## config.mk

```make
export PLATFORM = sky130hd
export DESIGN_NAME = crsv_ctrl
export DESIGN_NICKNAME = d
export VERILOG_FILES = /design/src/rtl/core/crsv_pkg.sv /design/src/rtl/core/crsv_ctrl.sv
export SDC_FILE = /design/constraint.sdc
export NUM_CORES = 1
export LEC_CHECK = 0
export ABC_AREA = 1
export BUFFER_PORTS_ARGS = -buffer_cell sky130_fd_sc_hd__buf_2
export CAP_MARGIN = 20
export CORE_AREA = 2 2 39 41
export CTS_BUF_LIST = sky130_fd_sc_hd__clkbuf_8
export CTS_CLUSTER_SIZE = 16
export DETAILED_ROUTE_END_ITERATION = 8
export DIE_AREA = 0 0 41 43
export HOLD_SLACK_MARGIN = 0.02
export PLACE_DENSITY_LB_ADDON = 0.05
export SETUP_SLACK_MARGIN = 0.3
export SYNTH_ARGS = -nofsm -noshare
export SYNTH_HDL_FRONTEND = slang
export SYNTH_SLANG_ARGS = --single-unit
export TNS_END_PERCENT = 50
```

## constraint.sdc

```tcl
create_clock -name clk -period 1.15 [get_ports clk]
set_input_delay 0.115 -clock clk [delete_from_list [all_inputs] [get_ports clk]]
set_output_delay 0.115 -clock clk [all_outputs]
set_load 0.05 [all_outputs]
```

## src/rtl/core/crsv_pkg.sv

```systemverilog
// shared types, constants and defaults for the contour row span voxelizer
// used by every module under rtl/core but crsv_ram
package crsv_pkg;

    localparam int MAX_SLICES_DEF      = 64;
    localparam int MAX_ROWS_DEF        = 256;
    localparam int COORD_FRAC_BITS_DEF = 16;

    localparam int CMD_W      = 2;
    localparam int COORD_W    = 17;
    localparam int SLICE_SEL_W = 6;
    localparam int ROW_SEL_W  = 8;
    localparam int COL_W      = 10;
    localparam int COLS_W     = 11;
    localparam int ROWS_W     = 9;
    localparam int SLICES_W   = 11;
    localparam int CONTOUR_W  = 7;
    localparam int POINTS_W   = 2;
    localparam int CFG_IDX_W  = 2;
    localparam int CFG_DATA_W = 11;

    localparam logic [COL_W-1:0]    COL_CAP     = 10'd1023;
    localparam logic [POINTS_W-1:0] POINTS_FULL = 2'd3;

    typedef enum logic [CMD_W-1:0] {
        CMD_CLEAR = 2'd0,
        CMD_ADD   = 2'd1,
        CMD_READ  = 2'd2,
        CMD_NONE  = 2'd3
    } cmd_t;

    typedef enum logic [CFG_IDX_W-1:0] {
        CFG_COLUMNS  = 2'd0,
        CFG_ROWS     = 2'd1,
        CFG_SLICES   = 2'd2,
        CFG_CONTOURS = 2'd3
    } cfg_idx_t;

    typedef enum logic [2:0] {
        ST_CLEAR,
        ST_IDLE,
        ST_QZ,
        ST_QY,
        ST_QX,
        ST_UPD,
        ST_RD0,
        ST_RD1
    } state_t;

    typedef enum logic [1:0] {
        MUL_Z,
        MUL_Y,
        MUL_X
    } mul_sel_t;

    typedef struct packed {
        logic     load_in;
        mul_sel_t mul_sel;
        logic     load_k;
        logic     load_row;
        logic     load_col;
        logic     slice_rd;
        logic     slice_wr;
        logic     row_rd;
        logic     row_wr;
        logic     clr_wr;
        logic     rd_issue;
        logic     out_load;
    } ctrl_cmd_t;

    typedef struct packed {
        logic slice_ok;
        logic row_ok;
        logic clr_last;
        logic out_free;
    } ctrl_stat_t;

    typedef struct packed {
        logic             seen;
        logic [COL_W-1:0] min_col;
        logic [COL_W-1:0] max_col;
    } row_entry_t;

endpackage

```

## src/rtl/core/crsv_ctrl.sv

```systemverilog
// sequencing state machine: clearing pass, point update and span read steps
// depends on crsv_pkg
module crsv_ctrl (
    input  logic                       clk,
    input  logic                       rst_n,
    input  logic                       in_valid,
    input  logic [crsv_pkg::CMD_W-1:0] command,
    output logic                       in_stall,
    output crsv_pkg::ctrl_cmd_t        ctrl,
    input  crsv_pkg::ctrl_stat_t       stat
);

    crsv_pkg::state_t state_reg;
    crsv_pkg::state_t state_next;
    crsv_pkg::cmd_t   cmd_in;

    assign cmd_in   = crsv_pkg::cmd_t'(command);
    assign in_stall = (state_reg != crsv_pkg::ST_IDLE);

    always_ff @(posedge clk or negedge rst_n)
    begin
        if (!rst_n)
        begin
            state_reg <= crsv_pkg::ST_CLEAR;
        end
        else
        begin
            state_reg <= state_next;
        end
    end

    always_comb
    begin
        state_next = state_reg;
        ctrl       = '0;
        unique case (state_reg)
            crsv_pkg::ST_CLEAR:
            begin
                ctrl.clr_wr = 1'b1;
                if (stat.clr_last)
                begin
                    state_next = crsv_pkg::ST_IDLE;
                end
            end
            crsv_pkg::ST_IDLE:
            begin
                if (in_valid)
                begin
                    ctrl.load_in = 1'b1;
                    unique case (cmd_in)
                        crsv_pkg::CMD_CLEAR: state_next = crsv_pkg::ST_CLEAR;
                        crsv_pkg::CMD_ADD:   state_next = crsv_pkg::ST_QZ;
                        crsv_pkg::CMD_READ:  state_next = crsv_pkg::ST_RD0;
                        crsv_pkg::CMD_NONE:  state_next = crsv_pkg::ST_IDLE;
                    endcase
                end
            end
            crsv_pkg::ST_QZ:
            begin
                ctrl.mul_sel = crsv_pkg::MUL_Z;
                ctrl.load_k  = 1'b1;
                state_next   = crsv_pkg::ST_QY;
            end
            crsv_pkg::ST_QY:
            begin
                ctrl.mul_sel  = crsv_pkg::MUL_Y;
                ctrl.load_row = 1'b1;
                if (stat.slice_ok)
                begin
                    ctrl.slice_rd = 1'b1;
                    state_next    = crsv_pkg::ST_QX;
                end
                else
                begin
                    state_next = crsv_pkg::ST_IDLE;
                end
            end
            crsv_pkg::ST_QX:
            begin
                ctrl.mul_sel  = crsv_pkg::MUL_X;
                ctrl.load_col = 1'b1;
                ctrl.slice_wr = 1'b1;
                if (stat.row_ok)
                begin
                    ctrl.row_rd = 1'b1;
                    state_next  = crsv_pkg::ST_UPD;
                end
                else
                begin
                    state_next = crsv_pkg::ST_IDLE;
                end
            end
            crsv_pkg::ST_UPD:
            begin
                ctrl.row_wr = 1'b1;
                state_next  = crsv_pkg::ST_IDLE;
            end
            crsv_pkg::ST_RD0:
            begin
                ctrl.rd_issue = 1'b1;
                state_next    = crsv_pkg::ST_RD1;
            end
            crsv_pkg::ST_RD1:
            begin
                // ram read data holds until the output register frees up
                if (stat.out_free)
                begin
                    ctrl.out_load = 1'b1;
                    state_next    = crsv_pkg::ST_IDLE;
                end
            end
        endcase
    end

    a_load_needs_free: assert property (@(posedge clk) disable iff (!rst_n)
        ctrl.out_load |-> stat.out_free)
        else $error("result loaded while output register busy");

    a_add_starts_quant: assert property (@(posedge clk) disable iff (!rst_n)
        (in_valid && !in_stall && cmd_in == crsv_pkg::CMD_ADD) |=>
        state_reg == crsv_pkg::ST_QZ)
        else $error("add beat did not start quantization");

    a_row_wr_after_qx: assert property (@(posedge clk) disable iff (!rst_n)
        ctrl.row_wr |-> $past(state_reg) == crsv_pkg::ST_QX)
        else $error("row write without preceding row read");

    a_clear_ends: assert property (@(posedge clk) disable iff (!rst_n)
        (state_reg == crsv_pkg::ST_CLEAR && stat.clr_last) |=>
        state_reg == crsv_pkg::ST_IDLE)
        else $error("clearing pass did not end at last entry");

endmodule

```

==> impl_metrics.env <==
export IMPL_status="complete, but fails checks"
export IMPL_violations="negative setup slack"
export IMPL_num_vias=489
export IMPL_final_min_clock_period_ns=1.33
export IMPL_slowest_delay_ns=0.44
export IMPL_fp_dieH_microns=43
export IMPL_critPathArrivalTime_ns=1.22
export IMPL_rsz0062_at_grt="true"
export IMPL_n_antenna_cell=0
export IMPL_synth_area_sq_um=388
export IMPL_power_share_switching=0.507
export IMPL_die_area_sq_mm=0.00176
export IMPL_start_util=0.280
export IMPL_fin_crit_sh=1.16
export IMPL_cts_buffers=3
export IMPL_comb_power_share=0.794
export IMPL_drtAntennaViolNets=0
export IMPL_hold_path_class="in2async"
export IMPL_startpoint="state_reg[0]"
export IMPL_hold_violations=0
export IMPL_stdcell_count=115
export IMPL_relSlewSlack=0.855
export IMPL_ys_ff_latch=3
export IMPL_routabilityCongestion=0.671
export IMPL_core_area_sq_mm=0.00138
export IMPL_largest_reg_flops=3
export IMPL_skew_ns=0.000978
export IMPL_path_class="reg2out"
export IMPL_met2_usage=0.250
export IMPL_path_clk_slew_ns=0.03
export IMPL_routedWlPerCell_microns=9.72
export IMPL_grt_pass1_vias=467
export IMPL_finalSetupViolations=15
export IMPL_grt_antenna_before_repair=0
export IMPL_p_seq_frac=0.098
export IMPL_p_leak_nw=0.472
export IMPL_critical_path_startpoint_type="flip-flop"
export IMPL_rows=14
export IMPL_drive_gt1_frac=0.707
export IMPL_crit_chain="buf_6, nor2_4, and3_4, buf_8"
export IMPL_cts_htree_levels=1
export IMPL_drt_iter0_markers=2
export IMPL_avgSynthCellArea_sq_um=6.93
export IMPL_place_port_buffers=22
export IMPL_synth_edff_count=0
export IMPL_placed_cells=101
export IMPL_crit_family="flip-flops"
export IMPL_dp_hpwl_microns=816
export IMPL_yosysSeqAreaShare=0.194
export IMPL_switchingPower_mw=1.36
export IMPL_synth_ff_type="dfrtp_1"
export IMPL_tightest_slew_ns=0.218
export IMPL_viasPerCell=4.25
export IMPL_reg2reg_slack_ns=-0.05
export IMPL_worstPathBufferInverterCount=2
export IMPL_required_ns=1.03
export IMPL_netlist_instances=56
export IMPL_dr_pass1_iters=3
export IMPL_final_cell_mix="buf_6 (17), buf_4 (14), inv_1 (9)"
export IMPL_grt_pass1_wl_microns=1750
export IMPL_final_common_cell="buf_6"
export IMPL_grt_use_total=0.147
export IMPL_clock_fmax_mhz=751
export IMPL_synthArstFlopShare=1.00
export IMPL_path_max_fanout=5
export IMPL_clk_latency_ns=0.21
export IMPL_clkPwrFrac=0.107
export IMPL_fp_dieW_microns=41
export IMPL_drc=0
export IMPL_critPathSlowestCell="dfrtp_2"
export IMPL_end_kind="primary output"
export IMPL_grt_max_degree=9
export IMPL_clockBufferDepth=2
export IMPL_busiest_layer="met2"
export IMPL_ioPinCount=23
export IMPL_root_buffer="clkbuf_8"
export IMPL_area_growth_pct=134
export IMPL_p_int_mw=1.32
export IMPL_totalPowerFinal_mw=2.69
export IMPL_clock_sinks=3
export IMPL_nNetsFinal=111
export IMPL_power_density_mw_per_mm2=2960
export IMPL_met1_usage=0.153
export IMPL_drv_slew=0
export IMPL_maxCapViolations=0
export IMPL_r2r_start="state_reg[2]"
export IMPL_gr_total_overflow=0
export IMPL_fin_ws_ns=-0.182
export IMPL_grt_util_met3=0.0524
export IMPL_cts_tree="yes"
export IMPL_drt_total_wl_microns=1120
export IMPL_synth_warnings=0
export IMPL_synthesis_nets=67
export IMPL_irDropWorstVdd_uv=1470
export IMPL_synth_cell_types=20
[area by class of cell]
class,count,area [sq um]
timing repair buffer,43,397
sequential,3,78.8
clock inverter,1,3.75
tap,16,20.0
inverter,12,60.1
fill,120,475
multi-input combinational,37,308
clock buffer,3,41.3
[cell families after synthesis]
logic type | synth area share
compound gates | 0.0774
flops | 0.194
buf+inv | 0.248
fa+ha+maj | 0.0645
simple gates | 0.416
[worst register-to-register path, stage by stage, from the launching register on]
cell and delay, ns:
dfrtp_2 0.43, clkinv_4 0.10, nor2_4 0.05, buf_4 0.12
buf_4 0.12, o21ai_1 0.06, nand3_1 0.10, nand2_1 0.07
nand2_1 0.04
[power by group through the flow]
| stage | logic, mW | clock network (mW) | registers, mW |
|---|---|---|---|
| final | 2.13 | 0.289 | 0.264 |
| after global routing | 2.26 | 0.303 | 0.275 |
| after CTS | 2.13 | 0.294 | 0.271 |
| after detailed placement | 1.55 | 0 | 0.260 |
| after global placement | 1.55 | 0 | 0.258 |
| after floorplan | 1.28 | 0 | 0.171 |
[synthesized netlist by cell type (2+ instances only)]
master	count	area (sq um)
buf_6	3	33.8
dfrtp_1	3	75.1
ha_1	2	25.0
inv_1	9	33.8
inv_4	2	12.5
nand2_1	4	15.0
nand3_1	4	20.0
nor2_1	9	33.8
nor2_2	3	18.8
nor3_1	4	20.0
o21ai_0	2	10.0
o21ai_1	3	15.0
[per-layer routing]
layer / share of wire / up-vias
met1: 0.40 / 212
met3: 0.044 / 0
li1: - / 263
met5: 0 / -
met4: 0 / 0
met2: 0.56 / 14
[repair_timing]
item                                   4_1_cts  5_1_grt
pin swaps                                    7        1
buffers inserted                             8        1
setup endpoints to repair                   17       17
hold buffers                                 1        0
endpoints found under the hold margin        3        0
resized for setup                           47        1
[final timing paths]
check                               end  cells after the start
hold reg to reg            state_reg[1]                      4
hold / removal             state_reg[2]                      2
setup / recovery                ctrl[4]                      4
min in group clk           state_reg[1]                      3
setup reg to reg           state_reg[2]                      8
max in group asynchronous  state_reg[0]                      2
[metrics by stage]
step           hold WS, ns  worst slack, ns  instance area (sq um)  TNS, ns   util
2_1_floorplan       -0.181           -0.152                    454   -0.817      -
3_3_place_gp       -0.0885           -0.120                    622    -1.28  0.449
3_5_place_dp       -0.0887           -0.133                    622    -1.47  0.449
4_1_cts              0.224           -0.184                    901    -2.05  0.651
5_1_grt              0.240           -0.223                    908    -2.83  0.656
6_report             0.222           -0.182                    908    -1.92  0.656
Note: power is estimated with default switching activity, not from simulation.
